--- src/sv/eif_pkg.sv ---
`default_nettype none
// ----------------------------------------------------------------------------
// eif_pkg
// Shared types, register codes and constants of the exponential
// integrate-and-fire neuron update unit.
// ----------------------------------------------------------------------------
package eif_pkg;

   // population and refractory window
   localparam int NEURONS          = 1024;
   localparam int IDX_W            = 10;
   localparam int CLR_W            = $clog2(NEURONS + 1);
   localparam logic [31:0] REFRACTORY_STEPS = 32'd20;

   // Q12.12 limits
   localparam logic signed [41:0] Q_MAX = 42'sd8388607;
   localparam logic signed [41:0] Q_MIN = -42'sd8388608;

   // register index codes
   localparam int CSR_IDX_W = 4;
   localparam logic [CSR_IDX_W-1:0] CSR_LEAK_GAIN   = 4'd0;
   localparam logic [CSR_IDX_W-1:0] CSR_SHARPNESS   = 4'd1;
   localparam logic [CSR_IDX_W-1:0] CSR_INV_SHARP   = 4'd2;
   localparam logic [CSR_IDX_W-1:0] CSR_LEAK_POT    = 4'd3;
   localparam logic [CSR_IDX_W-1:0] CSR_CRIT_POT    = 4'd4;
   localparam logic [CSR_IDX_W-1:0] CSR_LOWER_POT   = 4'd5;
   localparam logic [CSR_IDX_W-1:0] CSR_THRESH_POT  = 4'd6;
   localparam logic [CSR_IDX_W-1:0] CSR_RESET_POT   = 4'd7;

   typedef struct packed {
      logic [9:0]         neuron_index;
      logic [31:0]        step_count;
      logic signed [23:0] synaptic_input;
   } req_type;

   typedef struct packed {
      logic [9:0]         neuron_number;
      logic               spiked;
      logic signed [23:0] new_potential;
   } rsp_type;

   typedef struct packed {
      logic [15:0]        leak_gain;
      logic [22:0]        sharpness;
      logic [23:0]        inv_sharpness;
      logic signed [23:0] leak_potential;
      logic signed [23:0] critical_potential;
      logic signed [23:0] lower_bound_potential;
      logic signed [23:0] threshold_potential;
      logic signed [23:0] reset_potential;
   } cfg_type;

   // one neuron's stored state
   typedef struct packed {
      logic               has_spiked;
      logic [31:0]        last_spike;
      logic signed [23:0] potential;
   } state_type;

endpackage
`default_nettype wire

--- src/sv/eif_exp.sv ---
`default_nettype none
// ----------------------------------------------------------------------------
// eif_exp
// Five-stage fixed-point exponential: scale to base two, cubic for the
// fraction, shift by the integer part. Output is Q.16 capped at 2^31-1.
// ----------------------------------------------------------------------------
module eif_exp (
   input  wire logic               clock,
   input  wire logic               enable,
   input  wire logic signed [49:0] arg_prod,
   output logic [30:0]             result
);
   import eif_pkg::*;

   localparam logic signed [37:0] X_HI = 38'sd2097152;
   localparam logic signed [37:0] X_LO = -38'sd2097152;

   logic signed [37:0] x_full;
   logic signed [22:0] x_clamp;
   logic signed [41:0] yp_ff;
   logic signed [23:0] y_val;
   logic signed [7:0]  k1_ff, k2_ff, k3_ff;
   logic [15:0]        f1_ff, f2_ff;
   logic [28:0]        prod1;
   logic [14:0]        p1_ff;
   logic [30:0]        prod2;
   logic [16:0]        p2_ff;
   logic [32:0]        prod3;
   logic [17:0]        m_ff;
   logic [32:0]        shl;
   logic [7:0]         neg_k;
   logic [30:0]        e_in;
   logic [30:0]        e_ff;

   // floor by 2^12 and clamp to +/- 2^21
   always_comb begin
      x_full = arg_prod[49:12];
      if (x_full > X_HI) begin
         x_clamp = 23'sd2097152;
      end else if (x_full < X_LO) begin
         x_clamp = -23'sd2097152;
      end else begin
         x_clamp = x_full[22:0];
      end
   end

   assign y_val = yp_ff[39:16];
   assign prod1 = 29'd5179 * 29'(y_val[15:0]);
   assign prod2 = 31'(p1_ff) * 31'(f1_ff);
   assign prod3 = 33'(p2_ff) * 33'(f2_ff);

   // shift the mantissa by the integer exponent
   always_comb begin
      shl   = 33'(m_ff) << k3_ff[3:0];
      neg_k = 8'(-k3_ff);
      if (k3_ff >= 8'sd15) begin
         e_in = 31'h7FFFFFFF;
      end else if (k3_ff >= 8'sd0) begin
         e_in = (shl > 33'h07FFFFFFF) ? 31'h7FFFFFFF : shl[30:0];
      end else if (k3_ff <= -8'sd18) begin
         e_in = '0;
      end else begin
         e_in = 31'(m_ff >> neg_k[4:0]);
      end
   end

   // stage registers
   always_ff @(posedge clock) begin
      if (enable) begin
         yp_ff <= x_clamp * 19'sd94548;
         k1_ff <= y_val[23:16];
         f1_ff <= y_val[15:0];
         p1_ff <= 15'(15'd14822 + 15'(prod1[28:16]));
         k2_ff <= k1_ff;
         f2_ff <= f1_ff;
         p2_ff <= 17'(17'd45560 + 17'(prod2[30:16]));
         k3_ff <= k2_ff;
         m_ff  <= 18'(18'd65536 + 18'(prod3[32:16]));
         e_ff  <= e_in;
      end
   end

   assign result = e_ff;

endmodule
`default_nettype wire

--- config.mk ---
export PLATFORM = sky130hd
export DESIGN_NAME = eif_exp
export DESIGN_NICKNAME = d
export VERILOG_FILES = /design/src/sv/eif_pkg.sv /design/src/sv/eif_exp.sv
export SDC_FILE = /design/constraint.sdc
export NUM_CORES = 2
export LEC_CHECK = 0
export BUFFER_PORTS_ARGS = -buffer_cell sky130_fd_sc_hd__clkbuf_2
export CAP_MARGIN = 20
export CORE_ASPECT_RATIO = 1.25
export CORE_UTILIZATION = 65
export DETAILED_ROUTE_END_ITERATION = 8
export PLACE_DENSITY = 0.82
export SLEW_MARGIN = 30
export SYNTH_ARGS = -nofsm -noshare
export SYNTH_HDL_FRONTEND = slang
export SYNTH_SLANG_ARGS = --single-unit
--- constraint.sdc ---
create_clock -name clock -period 21.3 [get_ports clock]
set_clock_uncertainty 0.1 [all_clocks]
set_input_delay 1.065 -clock clock [delete_from_list [all_inputs] [get_ports clock]]
set_output_delay 1.065 -clock clock [all_outputs]
set_load 0.01 [all_outputs]
==> run summary <==
status -> complete, no violations
ANT cells -> 0
CTS Hold Bufs -> 0
worst hold-check path type -> reg2reg
clock latency on the worst-skew pair -> 0.46 ns
io pins -> 83
full die area -> 52,200 µm²
CP max stage delay -> 0.56 ns
fraction of layout cells with a size suffix above 1 -> 0.0477
Overflow after GRT -> 0
critical path type -> in2reg
Post-DP Area -> 34,200 µm²
setup bufs post-CTS -> 0
Layout Nets -> 4,509
setup slack after layout -> 12.70 ns
initial drt markers -> 1,427
CTS tree -> built
number of global-route vias before repair -> 25,152
pin slew with the least headroom to its limit -> 0.956 ns
#FFs+latches synth -> 161
TritonCTS Sinks -> 161
Highest Clock Rate -> 116 MHz
worst relative slew slack -> 0.363
Worst-path clk slew -> 0.07 ns
clock tree buffer depth -> 2
Final Instance Area -> 34,800 µm²
Async SR Flop Fraction -> 0
I/O Buffers -> 70
mean routed wirelength per cell -> 17.2 µm
row cnt -> 92
EDFF count, synth -> 161
Final Util -> 0.689
total CTS buffers -> 17
slowest stage cell, crit path -> fa_1
Startpoint Class -> input pin
final hold violations -> 0
register area share after synthesis -> 0.145
top_reg_cell synth -> edfxtp_1
most common cell after layout, fill and taps aside -> inv_1
Pins Over Slew Limit -> 0
DP Worst Slack -> 12.31 ns
largest net degree at the start of global routing -> 84
worst-path maximum fanout -> 21
Area Overhead vs Synth -> 4.31%
gr usage total -> 0.284
CP most frequent cell -> fa_1
initial antenna violation count -> 0
detailed-route via count -> 23,417
Root Driver -> clkbuf_16
Routability Congestion -> 0.940
Routed Antenna Nets -> 0
# resized after CTS -> 0
drt first pass iters -> 6
Mean Syn Cell Area -> 9.70 µm²
Starting Density -> 0.660
Yosys warning count -> 0
crit-path cells -> clkbuf_2 -> or4_1 -> o41a_1 -> o31ai_1 -> buf_4 -> and2_1 -> fa_1 -> ha_1 -> fa_1 -> fa_1 -> inv_1 -> fa_1 -> fa_1 -> inv_1 -> ha_1 -> a21oi_1 -> o21ai_1 -> a221o_1 -> a21oi_1 -> a21boi_1 -> o311a_1 -> or3_1 -> a21oi_1 -> xnor2_1
Die X -> 205 µm
syn nets -> 4,525
core area -> 50,500 µm²
most frequent cells in the layout -> 769 x inv_1, 569 x fa_1, 464 x ha_1, 422 x nand2_1, 217 x and2_1
residual DRC count -> 0
number of max-cap violations -> 0
final setup vio count -> 0
DP HPWL -> 56.2 mm
htree depth -> 4
Worst EP arrival -> 8.71 ns
synthesized area -> 33,400 µm²
min Tclk post-route -> 8.60 ns
Netlist cell types -> 87
Mapped Cells -> 3,440
Data required, critical path -> 21.41 ns
DR vias/cell -> 5.72
first-pass GRT wire length -> 119 mm
WL final -> 70.3 mm
Die Height -> 255 µm
setup_tns -> 0 ns
Critical Path End Type -> register
Final Cycle Share -> 0.404
unrepaired setup endpoints after global routing -> no
## sequential cells by signal, summed over array words and instances (netlist names)
register and count:
result 31, f2_ff 16, k1_ff 8, yp_ff 24, k2_ff 8, p1_ff 15, p2_ff 17, f1_ff 16
k3_ff 8, m_ff 18
## cell usage after synthesis, types with 27 or more instances
| library cell | n | share of area |
|---|---|---|
| a21o_1 | 27 | 0.0061 |
| a21oi_1 | 107 | 0.016 |
| and2_1 | 217 | 0.041 |
| clkbuf_1 | 101 | 0.011 |
| edfxtp_1 | 161 | 0.14 |
| fa_1 | 569 | 0.34 |
| ha_1 | 464 | 0.17 |
| inv_1 | 769 | 0.087 |
| nand2_1 | 422 | 0.047 |
| nor2_1 | 87 | 0.0098 |
| o21ai_0 | 54 | 0.0081 |
| xnor2_1 | 71 | 0.019 |
| xor2_1 | 32 | 0.0084 |
## stage by stage
stage	hold slack, ns	instances
after floorplan	0.300	3440
after global placement	0.302	4062
after detailed placement	0.305	4062
after CTS	0.316	4094
after global routing	0.323	4095
final	0.314	4095
## cells by family (layout without fill, tap and decap cells)
kind of cell    after synthesis  count (layout)  share of synthesized area
buf+inv                     886             883                     0.0999
xor+xnor                    104             104                     0.0275
mux                          48              48                     0.0189
fa+ha+maj                  1034            1034                      0.516
simple gates                857             857                      0.122
flops                       161             161                      0.145
compound gates              350             350                     0.0706
## path summary, 6_finish.rpt
check | from | to | slack [ns] | cells past startpoint
worst min register to register | k2_ff[6]$_DFFE_PP_ | k3_ff[6]$_DFFE_PP_ | 0.31 | 0
worst min-delay path | k2_ff[6]$_DFFE_PP_ | k3_ff[6]$_DFFE_PP_ | 0.31 | 0
worst max-delay path | arg_prod[12] | yp_ff[37]$_DFFE_PP_ | 12.70 | 24
worst max register to register | p1_ff[3]$_DFFE_PP_ | p2_ff[13]$_DFFE_PP_ | 13.66 | 24
## area by class of cell
class,count,area (µm²)
clock buffer,17,425
multi-input combinational,2393,25200
sequential,161,4830
clock inverter,15,191
fill,3733,15700
timing repair buffer,79,432
tap,658,823
inverter,772,2900
## critical path, delay by kind of cell
family                     cells  cell delay, ns
xor gates and xnor gates       1            0.08
buffers and inverters          4            0.43
adders and majority gates      7            3.34
AOI/OAI and AO/OA              9            2.39
and+or+nand+nor                3            1.41
## routing by layer
layer | track usage | share of wire | vias up
met1 | 0.343 | 0.39 | 11634
met5 | 0 | 0 | -
met3 | 0.0317 | 0.049 | 208
li1 | - | - | 10793
met4 | 0.109 | 0.035 | 0
met2 | 0.518 | 0.53 | 782
Power is left out: the tool's default activity adds up to more than one toggle a clock period on the data nets, which glitch-free logic cannot reach.
