[src/sv/eif_pkg.sv]
`default_nettype none
// ----------------------------------------------------------------------------
// eif_pkg
// Shared types, register codes and constants of the exponential
// integrate-and-fire neuron update unit.
// ----------------------------------------------------------------------------
package eif_pkg;

   // population and refractory window
   localparam int NEURONS          = 1024;
   localparam int IDX_W            = 10;
   localparam int CLR_W            = $clog2(NEURONS + 1);
   localparam logic [31:0] REFRACTORY_STEPS = 32'd20;

   // Q12.12 limits
   localparam logic signed [41:0] Q_MAX = 42'sd8388607;
   localparam logic signed [41:0] Q_MIN = -42'sd8388608;

   // register index codes
   localparam int CSR_IDX_W = 4;
   localparam logic [CSR_IDX_W-1:0] CSR_LEAK_GAIN   = 4'd0;
   localparam logic [CSR_IDX_W-1:0] CSR_SHARPNESS   = 4'd1;
   localparam logic [CSR_IDX_W-1:0] CSR_INV_SHARP   = 4'd2;
   localparam logic [CSR_IDX_W-1:0] CSR_LEAK_POT    = 4'd3;
   localparam logic [CSR_IDX_W-1:0] CSR_CRIT_POT    = 4'd4;
   localparam logic [CSR_IDX_W-1:0] CSR_LOWER_POT   = 4'd5;
   localparam logic [CSR_IDX_W-1:0] CSR_THRESH_POT  = 4'd6;
   localparam logic [CSR_IDX_W-1:0] CSR_RESET_POT   = 4'd7;

   typedef struct packed {
      logic [9:0]         neuron_index;
      logic [31:0]        step_count;
      logic signed [23:0] synaptic_input;
   } req_type;

   typedef struct packed {
      logic [9:0]         neuron_number;
      logic               spiked;
      logic signed [23:0] new_potential;
   } rsp_type;

   typedef struct packed {
      logic [15:0]        leak_gain;
      logic [22:0]        sharpness;
      logic [23:0]        inv_sharpness;
      logic signed [23:0] leak_potential;
      logic signed [23:0] critical_potential;
      logic signed [23:0] lower_bound_potential;
      logic signed [23:0] threshold_potential;
      logic signed [23:0] reset_potential;
   } cfg_type;

   // one neuron's stored state
   typedef struct packed {
      logic               has_spiked;
      logic [31:0]        last_spike;
      logic signed [23:0] potential;
   } state_type;

endpackage
`default_nettype wire

[src/sv/eif_csr.sv]
`default_nettype none
// ----------------------------------------------------------------------------
// eif_csr
// Configuration registers, written through a valid/ready port.
// ----------------------------------------------------------------------------
module eif_csr (
   input  wire logic                          clock,
   input  wire logic                          reset,
   input  wire logic                          csr_valid,
   output logic                               csr_ready,
   input  wire logic [eif_pkg::CSR_IDX_W-1:0] csr_index,
   input  wire logic [23:0]                   csr_data,
   output eif_pkg::cfg_type                   cfg
);
   import eif_pkg::*;

   cfg_type cfg_ff;

   assign csr_ready = 1'b1;
   assign cfg       = cfg_ff;

   // decode and store the written register
   always_ff @(posedge clock) begin
      if (reset) begin
         cfg_ff.leak_gain             <= 16'd655;
         cfg_ff.sharpness             <= 23'd8192;
         cfg_ff.inv_sharpness         <= 24'd32768;
         cfg_ff.leak_potential        <= -24'sd286720;
         cfg_ff.critical_potential    <= -24'sd204800;
         cfg_ff.lower_bound_potential <= -24'sd409600;
         cfg_ff.threshold_potential   <= 24'sd81920;
         cfg_ff.reset_potential       <= -24'sd286720;
      end else if (csr_valid) begin
         unique case (csr_index)
            CSR_LEAK_GAIN:  cfg_ff.leak_gain             <= csr_data[15:0];
            CSR_SHARPNESS:  cfg_ff.sharpness             <= csr_data[22:0];
            CSR_INV_SHARP:  cfg_ff.inv_sharpness         <= csr_data;
            CSR_LEAK_POT:   cfg_ff.leak_potential        <= csr_data;
            CSR_CRIT_POT:   cfg_ff.critical_potential    <= csr_data;
            CSR_LOWER_POT:  cfg_ff.lower_bound_potential <= csr_data;
            CSR_THRESH_POT: cfg_ff.threshold_potential   <= csr_data;
            CSR_RESET_POT:  cfg_ff.reset_potential       <= csr_data;
            default: ;
         endcase
      end
   end

endmodule
`default_nettype wire

[config.mk]
export PLATFORM = sky130hd
export DESIGN_NAME = eif_csr
export DESIGN_NICKNAME = d
export VERILOG_FILES = /design/src/sv/eif_pkg.sv /design/src/sv/eif_csr.sv
export SDC_FILE = /design/constraint.sdc
export NUM_CORES = 1
export LEC_CHECK = 0
export ABC_AREA = 1
export BUFFER_PORTS_ARGS = -buffer_cell sky130_fd_sc_hd__buf_2
export CORE_MARGIN = 10
export CORE_UTILIZATION = 35
export CTS_CLUSTER_DIAMETER = 200
export CTS_CLUSTER_SIZE = 24
export DETAILED_ROUTE_END_ITERATION = 10
export PLACE_DENSITY = 0.64
export SETUP_SLACK_MARGIN = 0.5
export SLEW_MARGIN = 20
export SYNTH_ARGS = -nofsm -noshare
export SYNTH_HDL_FRONTEND = slang
export SYNTH_SLANG_ARGS = --single-unit
[constraint.sdc]
create_clock -name clock -period 1.15 [get_ports clock]
set_clock_uncertainty 0.1 [all_clocks]
set_input_delay 0 -clock clock [delete_from_list [all_inputs] [get_ports clock]]
set_output_delay 0 -clock clock [all_outputs]
set_load 0.05 [all_outputs]
==> summary.md, run 1 <==
| Metric | Value |
|---|---|
| Status | complete, but fails checks |
| Violated checks | hold timing |
| Worst path top cell family by delay | flip-flops |
| Maximum fanout along the worst path | 2 |
| Register area | 4080 µm² |
| Max-Cap Viols | 0 |
| Final net count | 1383 |
| RSZ-0062 raised after global routing | true |
| CP Buf/Inv Count | 1 |
| Slew headroom | 0.558 |
| HPWL Detailed | 17100 µm |
| Vias in the first global route | 7450 |
| Final core occ | 0.739 |
| Largest net degree at the start of global routing | 76 |
| I/O Buffers | 213 |
| Post-Route WL | 33400 µm |
| Synthesized Nets | 1043 |
| Vias per std cell | 5.00 |
| Worst hold path type | in2reg |
| Multi-input logic area | 3900 µm² |
| CP Capture Type | output pin |
| Final hold vios | 65 |
| Leakage power | 6.69 nW |
| Starting Density | 0.356 |
| Vias | 8152 |
| Final Cell Area | 14400 µm² |
| First-pass GRT wire length | 43700 µm |
| Netlist cell types | 14 |
| Critical-path cell list | buf_8 |
| Critical path class | reg2out |
| Area grow syn2layout | 107% |
| # IOs | 215 |
| Setup slack, reg-to-reg | 0.18 ns |
| Worst-Margin Slew | 0.662 ns |
| Initial antenna violation count | 1 |
| Critical path's largest stage delay | 0.38 ns |
| Clock slew at reported path FFs | 0.07 ns |
| WHS | -0.225 ns |
| CTS tree | yes |
| GRT Total Usage | 0.213 |
| Global route overflow | 0 |
| CTS max path bufs | 2 |
| Routed Antenna Nets | 0 |
| Count of state elements after synthesis | 183 |
| Total clock sinks | 183 |
| Cell area after synthesis | 6960 µm² |
| WP data required | 1.05 ns |
| Slew Limit Fails | 0 |
| Fillers | 1278 |
| Width of the die | 161 µm |
| Worst VDD drop | 0.00102 V |
| Drt first pass iters | 5 |
| Worst-Skew Late Latency | 0.43 ns |
| Part of the cycle the worst path needs | 0.936 |
| CP Launch Type | flop |
| F_max | 929 MHz |
| Max reg flops | 183 |
| # H-tree levels | 4 |
| DR iter-0 viols | 541 |
| Pwr per Cell Area | 1010 nW/µm² |
| DRC | 0 |
| Wire per inst | 20.5 µm |
| Tmin final | 1.08 ns |
| # rows | 51 |
| Root Driver | clkbuf_16 |
| CTS Buf Count | 17 |
| Sequential share of the synthesized area | 0.527 |
| Die Y | 161 µm |
| Share of layout cells above drive strength 1 | 0.625 |
| Gpl congestion | 0.810 |
| Final setup fails | 0 |
| Mapped Cells | 1012 |
| Commonest non-fill, non-tap cell in the layout | nor2_1 |
| Die area | 25900 µm² |
| Worst path slowest cell | dfxtp_2 |
| DP Area | 9100 µm² |
| Mean post-synth cell area | 6.88 µm² |
| Crit path DAT | 0.98 ns |
| Synth Warn # | 0 |
| Core area | 19500 µm² |
| Commonest non-fill, non-tap cells in the layout | 230 x nor2_1, 191 x nand2_1, 181 x buf_8, 110 x dfxtp_2, 84 x nand2_2 |
where the power goes:
group / total, mW / leakage [nW] / switching [mW] / internal (mW)
sequential: 6.52 / 1.55 / 0.154 / 6.36
combinational: 2.50 / 4.87 / 1.49 / 1.01
clock: 5.52 / 0.269 / 2.63 / 2.90
final timing paths:
kind	end	from	cells after the start
worst min register to register	cfg[40]	cfg[40]	2
worst max-delay path	cfg[119]	cfg[119]	1
worst max register to register	cfg[172]	cfg[172]	6
worst min-delay path	cfg[145]	reset	4
cells in the mapped netlist:
cell	instances	area share
nor2_1	284	0.15
inv_2	4	0.0022
buf_2	19	0.014
nor2_2	2	0.0018
o21ai_0	1	0.00072
conb_1	1	0.00054
nand3_1	73	0.053
clkbuf_1	31	0.017
buf_4	1	0.0011
buf_1	8	0.0043
inv_1	54	0.029
nand4_1	23	0.021
dfxtp_1	183	0.53
nand2_1	328	0.18
worst register-to-register path, delay by kind of cell, from the launching register on:
kind / cells / cell delay, ns
flip-flops: 1 / 0.35
AND/OR/NAND/NOR: 3 / 0.16
buffers and inverters: 3 / 0.25
per-layer routing:
layer  vias to the layer above  part of all wire  global-route usage  routed length (µm)
li1                       3795                 -                   -                   -
met1                      3913              0.38               0.245               12700
met3                        83             0.074              0.0615                2470
met2                       361              0.51               0.370               17100
met5                         -                 0                   0                   0
met4                         0             0.035              0.0728                1180
kinds of logic (layout without fill, tap and decap cells):
kind of cell,Yosys count,after routing,synth area share
AND/OR/NAND/NOR,710,710,0.405
flip-flops,183,183,0.527
buffers and inverters,117,470,0.0671
other,1,2,0.000539
AO/OA/AOI/OAI,1,1,0.000719
per-stage QoR:
step	worst slack (ns)	TNS (ns)	total power, mW	hold WS [ns]	instances
3_5_place_dp	-0.0497	-1.04	8.21	0.160	1464
5_1_grt	0.0530	0	15.0	-0.224	1631
6_report	0.0736	0	14.5	-0.225	1631
2_1_floorplan	0.251	0	7.70	0.00897	1012
4_1_cts	0.0774	0	14.1	-0.247	1554
3_3_place_gp	-0.00236	-0.0114	8.20	0.150	1464
final cells by class:
type,count,area share
multi-input cells,712,0.271
well taps,265,0.0230
flip-flops and latches,183,0.283
repair buffers,380,0.369
clock buffers,22,0.0322
diodes,1,0.000174
inverters,58,0.0175
clock inverters,10,0.00494
repair_timing:
| action | 4_1_cts | 5_1_grt |
|---|---|---|
| pin swaps | 77 | 96 |
| endpoints found under the hold margin | 115 | 74 |
| hold buffers | 16 | 1 |
| gates cloned | 6 | 21 |
| buffers inserted | 36 | 58 |
| endpoints found under the setup margin | 366 | 366 |
| gates resized for setup | 602 | 353 |
Power figures use the tool's default switching activity.
==> inputs of run 2 (changes only) <==
GPL_TIMING_DRIVEN = 0   (was default)
PLACE_DENSITY = default   (was 0.64)
clock period = 0.93 ns   (was 1.15 ns; I/O delays follow)
==> run 2 against run 1 <==
  * The flow finishes with violations (hold timing, setup timing)
  * Worst setup slack got worse by 0.19 ns
  * Total power increased by 20%
  * Non-clock buffer count decreased by 29
  * Clock power increased by 26%
  * Die area unchanged
  * Hold slack got worse by 0.044 ns
  * Sequential power increased by 20%
  * Cell count decreased by 1.8%
  * Register-to-register slack got worse by 0.22 ns
  * Cell area decreased by 6.6%
  * Highest routed layer unchanged
==> summary.md, run 2 (synthesis gave the netlist of run 1 again) <==
| Metric | Value |
|---|---|
| Slew Limit Fails | 0 |
| DP Area | 9450 µm² |
| CP Capture Type | output pin |
| Clock share of power | 0.398 |
| Width of the die | 161 µm |
| Final hold vios | 86 |
| Reg2reg path depth | 6 |
| Fillers | 1539 |
| Share of layout cells above drive strength 1 | 0.568 |
| Violated checks | hold timing, setup timing |
| DRC | 0 |
| Pwr per Cell Area | 1300 nW/µm² |
| Routed Antenna Nets | 0 |
| I/O Buffers | 213 |
| Pint | 12.4 mW |
| FF-to-FF End | cfg[96] |
| Setup slack, reg-to-reg | -0.04 ns |
| WHS | -0.270 ns |
| Status | complete, but fails checks |
| CP Launch Type | flop |
| Tmin final | 1.05 ns |
| Part of the cycle the worst path needs | 1.13 |
| F_max | 953 MHz |
| Maximum fanout along the worst path | 2 |
| Switching part of the total | 0.291 |
| Worst path slowest cell | dfxtp_4 |
| Largest net degree at the start of global routing | 17 |
| WP data required | 0.83 ns |
| Starting Density | 0.356 |
| Initial antenna violation count | 1 |
| Vias per std cell | 4.76 |
| Die area | 25900 µm² |
| HPWL Detailed | 19300 µm |
| Final setup TNS | -18.79 ns |
| Critical-path cell list | buf_8 |
| RR Startpoint | cfg[96] |
| Crit path DAT | 0.95 ns |
| Final WS setup | -0.119 ns |
| Global route overflow | 0 |
| Met2 usage | 0.338 |
| Worst hold path type | in2reg |
| Total clock sinks | 183 |
| Worst-Skew Late Latency | 0.43 ns |
| Total Power | 17.5 mW |
| Final net count | 1354 |
| Worst Setup EP | cfg[146] |
| Max-Cap Viols | 0 |
| Wire per inst | 18.2 µm |
| Area grow syn2layout | 93.7% |
| Logic depth of the worst path, buffers included | 1 |
| Leakage power | 6.01 nW |
| Pre-CTS setup slack | -0.390 ns |
| CTS Buf Count | 17 |
| RSZ-0062 raised after global routing | true |
| Die Y | 161 µm |
| Clock slew at reported path FFs | 0.07 ns |
| Final core occ | 0.690 |
| CTS tree | yes |
| Commonest non-fill, non-tap cells in the layout | 276 x nand2_1, 197 x nor2_1, 183 x buf_8, 182 x dfxtp_4, 68 x nor2_2 |
| Drt first pass iters | 6 |
| Vias | 7630 |
| # rows | 51 |
| Worst path top cell family by delay | flip-flops |
| Grt met3 use | 0.0686 |
| Combinational Power Share | 0.156 |
| Final setup fails | 187 |
| Switching power total | 5.09 mW |
| Grt peak-use layer | met2 |
| Vias in the first global route | 7261 |
| Crit path from | cfg[146] |
| Non-Filler Instances | 1602 |
| Post-Route WL | 29200 µm |
| Core area | 19500 µm² |
| Seq pwr share | 0.447 |
| Placed cells | 1490 |
| CTS max path bufs | 2 |
| Critical path class | reg2out |
| Met1 Use GR | 0.262 |
| GRT Total Usage | 0.210 |
| Gpl congestion | 0.807 |
| # H-tree levels | 4 |
| Worst VDD drop | 0.00125 V |
| CP Buf/Inv Count | 1 |
| Commonest non-fill, non-tap cell in the layout | nand2_1 |
| Final Cell Area | 13500 µm² |
| Max reg flops | 183 |
| First-pass GRT wire length | 42700 µm |
| Critical path's largest stage delay | 0.37 ns |
| # IOs | 215 |
| DR iter-0 viols | 419 |
| Root Driver | clkbuf_16 |
## run 2: cell count changes in the layout (fill, tap and decap cells not counted), sizes merged
cell / delta
dlygate4sd3: -13
buf: -29
clkinv: +3
clkinvlp: +1
clkbuf: +8
bufinv: +1
## run 2: layout make-up
cell class | count | area, µm² | area share
diodes | 1 | 2.50 | 0.000186
plain buffers | 59 | 621 | 0.0461
clock buffers | 17 | 425 | 0.0316
clock inverters | 15 | 126 | 0.00938
inverters | 58 | 250 | 0.0186
multi-input cells | 712 | 3480 | 0.258
flip-flops and latches | 183 | 4350 | 0.323
well taps | 265 | 332 | 0.0246
repair buffers | 292 | 3890 | 0.289
## run 2: timing repair
| action | CTS | global route |
|---|---|---|
| hold endpoints to repair | 110 | 82 |
| resized for setup | 618 | 217 |
| setup buffers | 37 | 34 |
| pin swaps | 100 | 64 |
| cloned | 4 | 4 |
| setup endpoints to repair | 366 | 366 |
## run 2: how the worst min path moves through the flow
stage                            start        to  slack [ns]  cells past startpoint
after CTS                 csr_data[17]  cfg[113]       -0.29                      3
final                     csr_data[11]  cfg[178]       -0.27                      3
after global routing      csr_data[18]   cfg[90]       -0.27                      3
after global placement    csr_data[18]   cfg[90]        0.15                      3
after floorplan           csr_data[13]   cfg[13]       0.008                      2
after detailed placement  csr_data[18]   cfg[90]        0.16                      3
## run 2: power groups by stage
stage	clock network (mW)	logic, mW	registers [mW]
after floorplan	0	0.751	8.49
after global placement	0	1.98	7.88
after detailed placement	0	1.99	7.88
after CTS	7.08	2.47	7.78
after global routing	7.42	2.87	7.81
final	6.94	2.72	7.80
## run 2: metal layers
layer / share of wire / vias up
met3: 0.074 / 35
met4: 0.019 / 0
met1: 0.41 / 3597
li1: - / 3723
met5: 0 / -
met2: 0.49 / 275
==> inputs of run 3 (changes only) <==
PLACE_DENSITY = 0.67   (was default)
==> run 3 against run 2 <==
  * The run still ends with hold timing, setup timing left
  * Sequential power about the same
  * Total power up 5.9%
  * Hold slack worse by 0.0039 ns
  * Global-route usage up 0.98 points
  * First-iteration DRC count up 27%
  * Count of clock-buffer cells in the layout unchanged
  * Die area unchanged
  * Largest power group is now the clock network
  * Highest routed layer unchanged
==> summary.md, run 3 (synthesis gave the netlist of run 1 again) <==
| Metric | Value |
|---|---|
| Status | complete, but fails checks |
| Violated checks | hold timing, setup timing |
| CTS tree | yes |
| Critical path's largest stage delay | 0.37 ns |
| Final WS setup | -0.130 ns |
| CP Capture Type | output pin |
| CTS Buf Count | 17 |
| Max reg flops | 183 |
| Total Power | 18.5 mW |
| Die Y | 161 µm |
| Worst VDD drop | 0.00130 V |
| # IOs | 215 |
| Gpl congestion | 0.813 |
| Crit path from | cfg[39] |
| Root Driver | clkbuf_16 |
| RR Startpoint | cfg[172] |
| Slew headroom | 0.645 |
| Routed Antenna Nets | 0 |
| GRT Total Usage | 0.220 |
| First-pass GRT wire length | 44600 µm |
| Ant diodes | 0 |
| Part of the cycle the worst path needs | 1.14 |
| Commonest non-fill, non-tap cell in the layout | nand2_1 |
| Final hold vios | 81 |
| # H-tree levels | 4 |
| Area grow syn2layout | 101% |
| Final net count | 1370 |
| CP Launch Type | flop |
| Leakage power | 6.28 nW |
| Tmin final | 1.06 ns |
| I/O Buffers | 213 |
| HPWL Detailed | 19300 µm |
| DR iter-0 viols | 532 |
| Pwr per Cell Area | 1320 nW/µm² |
| F_max | 944 MHz |
| Starting Density | 0.356 |
| Width of the die | 161 µm |
| WP data required | 0.83 ns |
| Max-Cap Viols | 0 |
| Worst-Skew Late Latency | 0.43 ns |
| Vias per std cell | 4.82 |
| Vias | 7787 |
| CTS max path bufs | 2 |
| Worst path top cell family by delay | flip-flops |
| Worst hold path endpoint | cfg[169] |
| # rows | 51 |
| Global route overflow | 0 |
| Critical path class | reg2out |
| Share of layout cells above drive strength 1 | 0.594 |
| Wire per inst | 19.3 µm |
| Critical-path cell list | buf_8 |
| Final setup fails | 187 |
| Pre-CTS setup slack | -0.375 ns |
| Setup slack, reg-to-reg | -0.02 ns |
| Total clock sinks | 183 |
| Clock slew at reported path FFs | 0.07 ns |
| RSZ-0062 raised after global routing | true |
| DRC | 0 |
| Crit path DAT | 0.96 ns |
| Reg2reg path depth | 6 |
| Maximum fanout along the worst path | 2 |
| WHS | -0.273 ns |
| Initial antenna violation count | 0 |
| Drt first pass iters | 5 |
| Worst hold path type | in2reg |
| Slew Limit Fails | 0 |
| Commonest non-fill, non-tap cells in the layout | 237 x nand2_1, 208 x nor2_1, 185 x buf_8, 182 x dfxtp_4, 71 x nand2_2 |
| Worst path slowest cell | dfxtp_4 |
| FF-to-FF End | cfg[172] |
| Largest net degree at the start of global routing | 17 |
| Worst hold path startpoint | csr_data[2] |
| Die area | 25900 µm² |
| CP Buf/Inv Count | 1 |
| Core area | 19500 µm² |
| Worst-Margin Slew | 0.533 ns |
| Vias in the first global route | 7601 |
| Post-Route WL | 31200 µm |
| Hold Path Depth | 3 |
==> run 3: cell types whose count changed in the layout (fill, tap and decap cells not counted), sizes merged <==
cell    previous run  this run
diode              1         0
clkinv            10         6
bufinv             1         4
clkbuf            45        46
inv               61        62
buf              323       338
==> run 3: final cells by class <==
type	instances	area, µm²
Tap cell	265	332
Timing Repair Buffer	308	4170
Fill cell	1359	5550
Clock buffer	17	425
Multi-Input combinational cell	712	3640
Clock inverter	15	198
Buffer	59	617
Inverter	58	245
Sequential cell	183	4350
==> run 3: where the power goes <==
group	leakage, nW	internal [mW]	switching, mW
clock	0.303	4.52	3.29
combinational	4.39	1.13	1.74
sequential	1.59	7.61	0.191
==> run 3: metal layers <==
| layer | vias to the layer above | track usage | routed length [µm] |
|---|---|---|---|
| met3 | 47 | 0.0740 | 2390 |
| li1 | 3760 | - | - |
| met5 | - | 0 | 0 |
| met2 | 275 | 0.376 | 15500 |
| met4 | 0 | 0.0658 | 799 |
| met1 | 3705 | 0.255 | 12400 |
==> run 3: how the worst max path moves through the flow <==
stage,to,slack (ns),cells past startpoint
global route,cfg[137],-0.15,1
CTS,cfg[89],-0.13,1
floorplan,cfg[145],0.04,7
finish,cfg[39],-0.13,1
global placement,cfg[94],-0.35,5
detailed placement,cfg[90],-0.37,5
==> run 3: what timing repair did <==
| action | in CTS | in global routing |
|---|---|---|
| pin swaps | 93 | 93 |
| endpoints found under the hold margin | 101 | 80 |
| setup endpoints to repair | 366 | 366 |
| gates cloned | 8 | 5 |
| buffers inserted | 51 | 31 |
| gates resized for setup | 626 | 259 |
==> run 3: through the flow <==
step	cells	utilization	TNS [ns]	cell area, µm²	hold WS, ns
after floorplan	1012	-	0	8060	0.00834
after global placement	1490	0.484	-44.88	9450	0.152
after detailed placement	1490	0.484	-48.03	9450	0.154
after CTS	1581	0.653	-20.26	12700	-0.298
after global routing	1617	0.716	-24.36	14000	-0.269
final	1617	0.716	-19.77	14000	-0.273
